==> src/rtl/mhdd_pkg.sv <==
// Shared constants, codes and types of the motion hysteresis dwell detector.
`timescale 1ns / 1ps

package mhdd_pkg;

    localparam int TIME_BITS  = 40;
    localparam int MAX_PIXELS = 4194304;

    localparam int CMD_W      = 2;
    localparam int DUR_W      = 32;
    localparam int CNT_W      = 23;
    localparam int RATIO_W    = 17;
    localparam int CONF_W     = 20;
    localparam int FRAC_BITS  = 16;
    localparam int SUP_W      = TIME_BITS + 1;
    localparam int LHS_W      = CNT_W + FRAC_BITS;
    localparam int PROD_W     = RATIO_W + CNT_W;

    localparam int CFG_IDX_W  = 2;
    localparam int CFG_DATA_W = 20;

    localparam int IN_FIELD_W  = TIME_BITS + DUR_W + 1 + 1 + CNT_W + CNT_W;
    localparam int IN_DATA_W   = ((IN_FIELD_W + 7) / 8) * 8;
    localparam int OUT_FIELD_W = 4 + TIME_BITS + TIME_BITS;
    localparam int OUT_DATA_W  = ((OUT_FIELD_W + 7) / 8) * 8;

    localparam logic [CMD_W-1:0] CMD_FRAME    = 2'd0;
    localparam logic [CMD_W-1:0] CMD_SUPPRESS = 2'd1;
    localparam logic [CMD_W-1:0] CMD_CLEAR    = 2'd2;

    localparam logic [CFG_IDX_W-1:0] REG_START_LEVEL    = 2'd0;
    localparam logic [CFG_IDX_W-1:0] REG_STOP_LEVEL     = 2'd1;
    localparam logic [CFG_IDX_W-1:0] REG_MOVING_CONFIRM = 2'd2;
    localparam logic [CFG_IDX_W-1:0] REG_STILL_CONFIRM  = 2'd3;

    localparam logic [RATIO_W-1:0] START_LEVEL_RESET = 17'd1311;
    localparam logic [RATIO_W-1:0] STOP_LEVEL_RESET  = 17'd655;

    typedef struct packed {
        logic [RATIO_W-1:0] start_level;
        logic [RATIO_W-1:0] stop_level;
        logic [CONF_W-1:0]  moving_confirm_time;
        logic [CONF_W-1:0]  still_confirm_time;
    } cfg_t;

    typedef struct packed {
        logic [CMD_W-1:0]     cmd;
        logic [TIME_BITS-1:0] now_time;
        logic [SUP_W-1:0]     suppress_end;
        logic                 has_frame;
        logic                 size_changed;
        logic                 valid_zero;
        logic [LHS_W-1:0]     lhs;
        logic [PROD_W-1:0]    start_prod;
        logic [PROD_W-1:0]    stop_prod;
    } stage_item_t;

    typedef struct packed {
        logic moving_flag;
        logic motion_pending;
        logic still_pending;
    } status_t;

endpackage

==> src/rtl/mhdd_cfg_regs.sv <==
// Configuration registers with their reset values.
`timescale 1ns / 1ps

module mhdd_cfg_regs (
    input  logic                           clk,
    input  logic                           rst_n,
    input  logic                           cfg_we,
    input  logic [mhdd_pkg::CFG_IDX_W-1:0]  cfg_addr,
    input  logic [mhdd_pkg::CFG_DATA_W-1:0] cfg_wdata,
    output mhdd_pkg::cfg_t                 cfg
);
    import mhdd_pkg::*;

    cfg_t cfg_reg;
    cfg_t cfg_next;

    always_comb
    begin
        cfg_next = cfg_reg;
        if (cfg_we)
        begin
            case (cfg_addr)
                REG_START_LEVEL:    cfg_next.start_level = cfg_wdata[RATIO_W-1:0];
                REG_STOP_LEVEL:     cfg_next.stop_level = cfg_wdata[RATIO_W-1:0];
                REG_MOVING_CONFIRM: cfg_next.moving_confirm_time = cfg_wdata[CONF_W-1:0];
                REG_STILL_CONFIRM:  cfg_next.still_confirm_time = cfg_wdata[CONF_W-1:0];
                default:            cfg_next = cfg_reg;
            endcase
        end
    end

    always_ff @(posedge clk or negedge rst_n)
    begin
        if (!rst_n)
        begin
            cfg_reg.start_level         <= START_LEVEL_RESET;
            cfg_reg.stop_level          <= STOP_LEVEL_RESET;
            cfg_reg.moving_confirm_time <= '0;
            cfg_reg.still_confirm_time  <= '0;
        end
        else
        begin
            cfg_reg <= cfg_next;
        end
    end

    assign cfg = cfg_reg;

endmodule

==> src/rtl/mhdd_ratio_stage.sv <==
// Input stage: count saturation, threshold products and suppress window end.
`timescale 1ns / 1ps

module mhdd_ratio_stage (
    input  logic                           clk,
    input  logic                           rst_n,
    input  mhdd_pkg::cfg_t                 cfg,
    input  logic                           in_valid,
    output logic                           in_ready,
    input  logic [mhdd_pkg::IN_DATA_W-1:0] in_data,
    input  logic [mhdd_pkg::CMD_W-1:0]     in_cmd,
    input  logic                           advance,
    output logic                           item_valid,
    output mhdd_pkg::stage_item_t          item
);
    import mhdd_pkg::*;

    localparam int NOW_LO  = 0;
    localparam int DUR_LO  = NOW_LO + TIME_BITS;
    localparam int HF_POS  = DUR_LO + DUR_W;
    localparam int SC_POS  = HF_POS + 1;
    localparam int CHG_LO  = SC_POS + 1;
    localparam int VAL_LO  = CHG_LO + CNT_W;

    logic                 valid_reg;
    logic                 valid_next;
    stage_item_t          item_reg;
    stage_item_t          item_next;

    logic [TIME_BITS-1:0] now_time;
    logic [DUR_W-1:0]     duration;
    logic [CNT_W-1:0]     changed_raw;
    logic [CNT_W-1:0]     valid_raw;
    logic [CNT_W-1:0]     changed_sat;
    logic [CNT_W-1:0]     valid_sat;

    assign now_time    = in_data[NOW_LO +: TIME_BITS];
    assign duration    = in_data[DUR_LO +: DUR_W];
    assign changed_raw = in_data[CHG_LO +: CNT_W];
    assign valid_raw   = in_data[VAL_LO +: CNT_W];

    assign changed_sat = (changed_raw > CNT_W'(MAX_PIXELS)) ? CNT_W'(MAX_PIXELS) : changed_raw;
    assign valid_sat   = (valid_raw > CNT_W'(MAX_PIXELS)) ? CNT_W'(MAX_PIXELS) : valid_raw;

    assign in_ready = !valid_reg || advance;

    always_comb
    begin
        item_next.cmd          = in_cmd;
        item_next.now_time     = now_time;
        item_next.suppress_end = SUP_W'(now_time) + SUP_W'(duration);
        item_next.has_frame    = in_data[HF_POS];
        item_next.size_changed = in_data[SC_POS];
        item_next.valid_zero   = (valid_sat == '0);
        item_next.lhs          = {changed_sat, {FRAC_BITS{1'b0}}};
        item_next.start_prod   = PROD_W'(cfg.start_level) * PROD_W'(valid_sat);
        item_next.stop_prod    = PROD_W'(cfg.stop_level) * PROD_W'(valid_sat);
        valid_next             = in_ready ? in_valid : valid_reg;
    end

    always_ff @(posedge clk or negedge rst_n)
    begin
        if (!rst_n)
        begin
            valid_reg <= 1'b0;
        end
        else
        begin
            valid_reg <= valid_next;
        end
    end

    always_ff @(posedge clk)
    begin
        if (in_ready && in_valid)
        begin
            item_reg <= item_next;
        end
    end

    assign item_valid = valid_reg;
    assign item       = item_reg;

endmodule

==> src/rtl/mhdd_decide.sv <==
// Decision stage: hysteresis state, dwell timers and the result register.
`timescale 1ns / 1ps

module mhdd_decide (
    input  logic                            clk,
    input  logic                            rst_n,
    input  mhdd_pkg::cfg_t                  cfg,
    input  logic                            item_valid,
    input  mhdd_pkg::stage_item_t           item,
    output logic                            advance,
    output logic                            out_valid,
    input  logic                            out_ready,
    output logic [mhdd_pkg::OUT_DATA_W-1:0] out_data,
    output mhdd_pkg::status_t               status
);
    import mhdd_pkg::*;

    logic                  moving_reg;
    logic                  moving_next;
    logic                  have_prev_reg;
    logic                  have_prev_next;
    logic [TIME_BITS-1:0]  motion_start_reg;
    logic [TIME_BITS-1:0]  motion_start_next;
    logic [TIME_BITS-1:0]  still_start_reg;
    logic [TIME_BITS-1:0]  still_start_next;
    logic [SUP_W-1:0]      suppress_until_reg;
    logic [SUP_W-1:0]      suppress_until_next;
    logic                  out_valid_reg;
    logic                  out_valid_next;
    logic [OUT_DATA_W-1:0] out_data_reg;
    logic [OUT_DATA_W-1:0] out_data_next;

    logic                  step;
    logic                  above;
    logic                  below;
    logic [TIME_BITS-1:0]  now;
    logic [TIME_BITS-1:0]  m_start;
    logic [TIME_BITS-1:0]  s_start;
    logic [TIME_BITS-1:0]  m_elapsed;
    logic [TIME_BITS-1:0]  s_elapsed;
    logic                  m_done;
    logic                  s_done;
    logic                  res_init;
    logic                  res_supp;
    logic                  res_trans;
    logic [TIME_BITS-1:0]  res_mov_el;
    logic [TIME_BITS-1:0]  res_still_el;

    assign advance = !out_valid_reg || out_ready;
    assign step    = item_valid && advance;
    assign now     = item.now_time;

    assign above = item.valid_zero ? (cfg.start_level == '0)
                                   : (PROD_W'(item.lhs) >= item.start_prod);
    assign below = item.valid_zero ? 1'b1 : (PROD_W'(item.lhs) <= item.stop_prod);

    // A start of zero marks no running candidate, so a new one begins now.
    assign m_start   = (motion_start_reg == '0) ? now : motion_start_reg;
    assign s_start   = (still_start_reg == '0) ? now : still_start_reg;
    assign m_elapsed = (now >= m_start) ? (now - m_start) : '0;
    assign s_elapsed = (now >= s_start) ? (now - s_start) : '0;
    assign m_done    = (cfg.moving_confirm_time == '0) ||
                       (m_elapsed >= TIME_BITS'(cfg.moving_confirm_time));
    assign s_done    = (cfg.still_confirm_time == '0) ||
                       (s_elapsed >= TIME_BITS'(cfg.still_confirm_time));

    always_comb
    begin
        moving_next         = moving_reg;
        have_prev_next      = have_prev_reg;
        motion_start_next   = motion_start_reg;
        still_start_next    = still_start_reg;
        suppress_until_next = suppress_until_reg;
        res_init            = 1'b0;
        res_supp            = 1'b0;
        res_trans           = 1'b0;
        res_mov_el          = '0;
        res_still_el        = '0;
        case (item.cmd)
            CMD_SUPPRESS:
            begin
                have_prev_next      = 1'b0;
                motion_start_next   = '0;
                still_start_next    = '0;
                suppress_until_next = item.suppress_end;
            end
            CMD_CLEAR:
            begin
                moving_next         = 1'b0;
                have_prev_next      = 1'b0;
                motion_start_next   = '0;
                still_start_next    = '0;
                suppress_until_next = '0;
            end
            CMD_FRAME:
            begin
                if (item.has_frame)
                begin
                    res_init = 1'b1;
                    if (!have_prev_reg || item.size_changed)
                    begin
                        have_prev_next = 1'b1;
                    end
                    else if (SUP_W'(now) < suppress_until_reg)
                    begin
                        motion_start_next = '0;
                        still_start_next  = '0;
                        res_supp          = 1'b1;
                    end
                    else if (!moving_reg)
                    begin
                        still_start_next = '0;
                        if (above && m_done)
                        begin
                            moving_next       = 1'b1;
                            motion_start_next = '0;
                            res_trans         = 1'b1;
                        end
                        else if (above)
                        begin
                            motion_start_next = m_start;
                            res_mov_el        = (m_start != '0) ? m_elapsed : '0;
                        end
                        else
                        begin
                            motion_start_next = '0;
                        end
                    end
                    else
                    begin
                        motion_start_next = '0;
                        if (below && s_done)
                        begin
                            moving_next      = 1'b0;
                            still_start_next = '0;
                            res_trans        = 1'b1;
                        end
                        else if (below)
                        begin
                            still_start_next = s_start;
                            res_still_el     = (s_start != '0) ? s_elapsed : '0;
                        end
                        else
                        begin
                            still_start_next = '0;
                        end
                    end
                end
            end
            default:
            begin
                moving_next = moving_reg;
            end
        endcase
        out_data_next = OUT_DATA_W'({res_still_el, res_mov_el, res_trans, res_supp,
                                     res_init, moving_next});
        out_valid_next = advance ? (item_valid && (item.cmd == CMD_FRAME)) : out_valid_reg;
    end

    always_ff @(posedge clk or negedge rst_n)
    begin
        if (!rst_n)
        begin
            moving_reg         <= 1'b0;
            have_prev_reg      <= 1'b0;
            motion_start_reg   <= '0;
            still_start_reg    <= '0;
            suppress_until_reg <= '0;
            out_valid_reg      <= 1'b0;
        end
        else
        begin
            out_valid_reg <= out_valid_next;
            if (step)
            begin
                moving_reg         <= moving_next;
                have_prev_reg      <= have_prev_next;
                motion_start_reg   <= motion_start_next;
                still_start_reg    <= still_start_next;
                suppress_until_reg <= suppress_until_next;
            end
        end
    end

    always_ff @(posedge clk)
    begin
        if (step)
        begin
            out_data_reg <= out_data_next;
        end
    end

    assign out_valid             = out_valid_reg;
    assign out_data              = out_data_reg;
    assign status.moving_flag    = moving_reg;
    assign status.motion_pending = (motion_start_reg != '0);
    assign status.still_pending  = (still_start_reg != '0);

endmodule

==> src/rtl/motion_hysteresis_dwell_detector_core.sv <==
// Top level of the motion hysteresis dwell detector.
`timescale 1ns / 1ps

// The detector takes one item per clock cycle when not stalled. A frame result
// passes the input stage and then the result register: the transfer loads the
// input stage, which saturates the pixel counts and forms the two threshold
// products, and the decision stage then updates the hysteresis state and loads
// the result register. Suppress and clear commands update the state in the same
// order but return no result. The input side stalls only while the result
// register and the input stage are both full and the result is not taken.
module motion_hysteresis_dwell_detector_core (
    input  logic                            clk,
    input  logic                            rst_n,
    input  logic                            cfg_we,
    input  logic [mhdd_pkg::CFG_IDX_W-1:0]  cfg_addr,
    input  logic [mhdd_pkg::CFG_DATA_W-1:0] cfg_wdata,
    input  logic                            s_axis_tvalid,
    output logic                            s_axis_tready,
    // now_time, suppress_duration, has_frame, size_changed, changed count,
    // valid count
    input  logic [mhdd_pkg::IN_DATA_W-1:0]  s_axis_tdata,
    // cmd
    input  logic [mhdd_pkg::CMD_W-1:0]      s_axis_tuser,
    output logic                            m_axis_tvalid,
    input  logic                            m_axis_tready,
    // moving, initialized, suppressed, transition, moving_candidate_elapsed,
    // still_candidate_elapsed, zero fill
    output logic [mhdd_pkg::OUT_DATA_W-1:0] m_axis_tdata
);
    import mhdd_pkg::*;

    cfg_t        cfg;
    stage_item_t item;
    logic        item_valid;
    logic        advance;
    status_t     status;

    mhdd_cfg_regs u_cfg_regs (
        .clk       (clk),
        .rst_n     (rst_n),
        .cfg_we    (cfg_we),
        .cfg_addr  (cfg_addr),
        .cfg_wdata (cfg_wdata),
        .cfg       (cfg)
    );

    mhdd_ratio_stage u_ratio_stage (
        .clk        (clk),
        .rst_n      (rst_n),
        .cfg        (cfg),
        .in_valid   (s_axis_tvalid),
        .in_ready   (s_axis_tready),
        .in_data    (s_axis_tdata),
        .in_cmd     (s_axis_tuser),
        .advance    (advance),
        .item_valid (item_valid),
        .item       (item)
    );

    mhdd_decide u_decide (
        .clk        (clk),
        .rst_n      (rst_n),
        .cfg        (cfg),
        .item_valid (item_valid),
        .item       (item),
        .advance    (advance),
        .out_valid  (m_axis_tvalid),
        .out_ready  (m_axis_tready),
        .out_data   (m_axis_tdata),
        .status     (status)
    );

`ifndef SYNTHESIS
    assert property (@(posedge clk) disable iff (!rst_n)
        !s_axis_tready |-> (m_axis_tvalid && !m_axis_tready))
        else $error("Input stalled while the result side was free.");

    assert property (@(posedge clk) disable iff (!rst_n)
        status.motion_pending |-> !status.moving_flag)
        else $error("Motion candidate running while already moving.");

    assert property (@(posedge clk) disable iff (!rst_n)
        status.still_pending |-> status.moving_flag)
        else $error("Stillness candidate running while already still.");
`endif

endmodule
==> config.mk <==
export PLATFORM = sky130hd
export DESIGN_NAME = motion_hysteresis_dwell_detector_core
export DESIGN_NICKNAME = d
export VERILOG_FILES = /design/src/rtl/mhdd_pkg.sv /design/src/rtl/mhdd_cfg_regs.sv /design/src/rtl/mhdd_ratio_stage.sv /design/src/rtl/mhdd_decide.sv /design/src/rtl/motion_hysteresis_dwell_detector_core.sv
export SDC_FILE = /design/constraint.sdc
export NUM_CORES = 2
export LEC_CHECK = 0
export BUFFER_PORTS_ARGS = -buffer_cell sky130_fd_sc_hd__buf_4
export CAP_MARGIN = 20
export CORE_AREA = 2 2 311 313
export DETAILED_ROUTE_END_ITERATION = 6
export DIE_AREA = 0 0 313 315
export PLACE_DENSITY = 0.72
export SLEW_MARGIN = 25
export SYNTH_ARGS = -nofsm -noshare
export SYNTH_HDL_FRONTEND = slang
export SYNTH_SLANG_ARGS = --single-unit
export TNS_END_PERCENT = 30
==> constraint.sdc <==
create_clock -name clk -period 9.98 [get_ports clk]
set_clock_uncertainty 0.1 [all_clocks]
set_input_delay 0 -clock clk [delete_from_list [all_inputs] [get_ports clk]]
set_output_delay 0 -clock clk [all_outputs]
set_load 0.005 [all_outputs]
==> run_results.csv <==
group,metric,value,unit
place,gp_congestion,0.967,
routing,avgRoutedWirePerCell,21.0,um
clock_network,clock_tree.root_cell,"sky130_fd_sc_hd__clkbuf_16",
routing,vias_per_cell,5.82,
yosys,synth.avg_cell_area,9.37,sq um
layout,layout-area-overhead-vs-synth,12.8,%
layout,mostFrequentLayoutCells,"sky130_fd_sc_hd__inv_1 (873), sky130_fd_sc_hd__nand2_1 (852), sky130_fd_sc_hd__fa_1 (631), sky130_fd_sc_hd__ha_1 (464), sky130_fd_sc_hd__buf_4 (303)",
timing,slew_headroom,26.4,%
die,core_area,95700,sq um
flow_run,drv_cap,0,
die,top_level_ports,239,
timing,finalSetupViolCount,0,
layout,mostFrequentLayoutCell,"sky130_fd_sc_hd__inv_1",
timing,final_hold_viol_count,0,
timing,rsz_0062_raised_after_global_routing,"false",
pwr,leakage,0.0274,uW
worst_setup_path,timing.rr.start,"u_decide.still_start_reg[34]",
clock_network,cts_tree,"yes",
routing,drc,0,
worst_setup_path,setup.worst_path.class,"reg2reg",
pwr,max-vdd-ir-drop,0.538,mV
worst_setup_path,worst-r2r-setup-slack,710,ps
yosys,yosys_warnings,0,
layout,layout.cell_area.non_filler,58600,sq um
pwr,power_per_cell_area,279,nW/um^2
worst_setup_path,startpoint_type,"register",
worst_setup_path,crit_fanout,25,
timing,finalMaxSlewViolations,0,
global_route,grt_pass1_wl,240000,um
yosys,synth-seq-area-share,25.4,%
timing,max_clock_freq,0.108,GHz
worst_setup_path,startpoint_of_the_most_critical_setup_path,"u_decide.still_start_reg[34]",
layout,nNetsFinal,7099,
yosys,synth_area,51900,sq um
clock_network,clk_latency,640,ps
place,detailedPlacementHpwl,114000,um
layout,drive_gt1_share,9.14,%
place,placement.cell_area,55100,sq um
place,port_buffers,234,
global_route,number_of_global_route_vias_before_repair,43200,
yosys,netlist_instances,5543,
die,die-width,313,um
yosys,yosysUniqueCellTypes,84,
worst_setup_path,worst_path_buf_inv,2,
place,pre_cts_slack,960,ps
min_path,hold_path_origin,"s_axis_tdata[25]",
die,initial_util,54.2,%
yosys,synth-edff-count,273,
layout,largest_register_ffs,189,
routing,postRouteWirelength,150000,um
global_route,global_route.usage.total,31.2,%
routing,first_pass_iters,6,
timing,fin_setup_tns,0,ps
routing,route.vias.total,41800,
worst_setup_path,timing.critical_path.arrival,9600,ps
clock_network,cts-root-to-sink-buffers,3,
routing,initialDrtViolationCount,3804,
timing,layout_setup_ws,707,ps
timing,worstMarginPinSlew,1100,ps
worst_setup_path,critical_path.top_delay_family,"simple AND/OR/NAND/NOR gates",
die,std_cell_rows,114,
global_route,globalRoute.totalOverflow,0,
worst_setup_path,timing.critical_path.slowest_cell_delay,660,ps
clock_network,clkTransAtPathRegs,70,ps
clock_network,cts-htree-levels,2,
worst_setup_path,required_time_at_the_worst_slack_endpoint,10300,ps
clock_network,clkSinkCount,472,
timing,fin_crit_sh,92.9,%
die,dieArea,98600,sq um
min_path,min_path_type,"in2reg",
worst_setup_path,critPathCaptureType,"register",
global_route,maximum_number_of_pins_on_one_net_before_global_route_repair,83,
layout,register_area,13200,sq um
layout,fillers,7999,
clock_network,cts_buffers,52,
die,die_y,315,um
outcome,status,"finished clean",
worst_setup_path,crit_path_frequent_cell,"sky130_fd_sc_hd__a21o_1",
routing,final_antenna_net_count,0,
yosys,synth_seq_cells,472,
yosys,synthFlopType,"sky130_fd_sc_hd__edfxtp_1",
yosys,ys_async_sr_fraction,42.2,%
worst_setup_path,crit_path_top_delay_cell,"sky130_fd_sc_hd__nand3_1",
timing,finalCriticalPeriod,9270,ps
global_route,antenna_violations_before_repair,5,
layout,multiInputGateArea,34700,sq um
-- per-stage QoR --
step / hold WS [ps] / total power [uW] / instances / utilization (%)
2_1_floorplan: -396 / 11300 / 5586 / -
3_3_place_gp: -69.9 / 13900 / 6916 / 57.5
3_5_place_dp: -67.3 / 14100 / 6916 / 57.6
4_1_cts: 3.86 / 16300 / 7174 / 61.2
5_1_grt: 27.7 / 17900 / 7176 / 61.2
6_report: 30.8 / 16400 / 7177 / 61.2
-- layer usage --
metal | part of all wire, % | track usage [%] | routed length [um] | vias to the layer above
met2 | 46 | 50.1 | 68500 | 1890
met3 | 8.3 | 4.91 | 12400 | 401
met4 | 4.9 | 13.2 | 7320 | 0
met1 | 41 | 42.3 | 62100 | 20700
met5 | 0 | 0 | 0 | -
li1 | - | - | - | 18800
-- cell type report --
type,instances,area share (%)
flip-flops and latches,472,22.5
multi-input cells,3988,59.3
well taps,1276,2.73
clock buffers,61,2.30
clock inverters,37,0.829
inverters,875,5.61
repair buffers,466,6.71
diodes,2,0.00855
-- synth_stat cells (all sizes together) (10+ instances only) --
cell     instances  share of area (%)
or2             14               0.17
nor3b           15               0.22
inv            874                6.3
and3            97                1.2
a21o            96                1.4
ha             464                 11
nand2          853                6.2
dfstp           13               0.66
o31ai           12               0.17
nor2           164                1.2
mux2            75                1.6
fa             631                 24
nor3            47               0.47
nor4            61               0.74
and2           197                2.4
a211oi          32               0.47
o21bai          20               0.29
nand3           50               0.48
edfxtp         273                 16
dfrtp          186                9.0
clkbuf         238                1.7
nand4           68               0.82
xor2            32               0.54
o2111ai         12               0.20
o21ai          247                2.4
a2111oi         13               0.36
a211o           11               0.19
buf             13               0.14
nor2b           68               0.82
xnor2          114                1.9
o21a            42               0.61
or4             10               0.15
a21oi          289                2.8
nand2b          43               0.52
a21boi          11               0.16
or3             17               0.20
a31oi           21               0.25
o211ai          16               0.23
-- power by group --
group | switching (uW) | internal [uW]
Sequential | 379 | 2890
Clock | 862 | 1210
Combinational | 6410 | 4610
-- timing repair --
item                                   4_1_cts  5_1_grt
hold buffers                               160        0
gates resized for setup                      0        0
endpoints found under the hold margin      255        0
buffers inserted                             0        0
-- cells by family (layout without fill, tap and decap cells) --
| kind of cell | count (synthesis) | count (layout) | share of synthesized area (%) |
|---|---|---|---|
| DFF | 472 | 472 | 25.4 |
| buffers and inverters | 1126 | 1439 | 8.19 |
| xor gates and xnor gates | 146 | 146 | 2.46 |
| muxes | 80 | 80 | 1.72 |
| other | 1 | 46 | 0.00722 |
| AOI/OAI and AO/OA | 894 | 894 | 10.8 |
| and+or+nand+nor | 1729 | 1729 | 15.9 |
| adders and majority gates | 1095 | 1095 | 35.5 |
-- worst register-to-register path, delay by kind of cell (launching register included) --
kind | cells | cell delay [ps]
AOI/OAI and AO/OA | 14 | 3610
adders and majority gates | 2 | 750
DFF | 1 | 400
buffers and inverters | 2 | 560
and+or+nand+nor | 11 | 3650
-- worst paths after layout --
| check | to | depth (start not counted) |
|---|---|---|
| max | u_decide.out_data[60] | 29 |
| min | u_ratio_stage.item[188] | 2 |
| max reg2reg | u_decide.out_data[60] | 29 |
| min reg2reg | u_decide.suppress_until_reg[23] | 2 |
| max in group asynchronous | u_decide.still_start_reg[13] | 4 |
| min in group asynchronous | u_decide.suppress_until_reg[35] | 4 |
(Power assumes the default switching activity.)
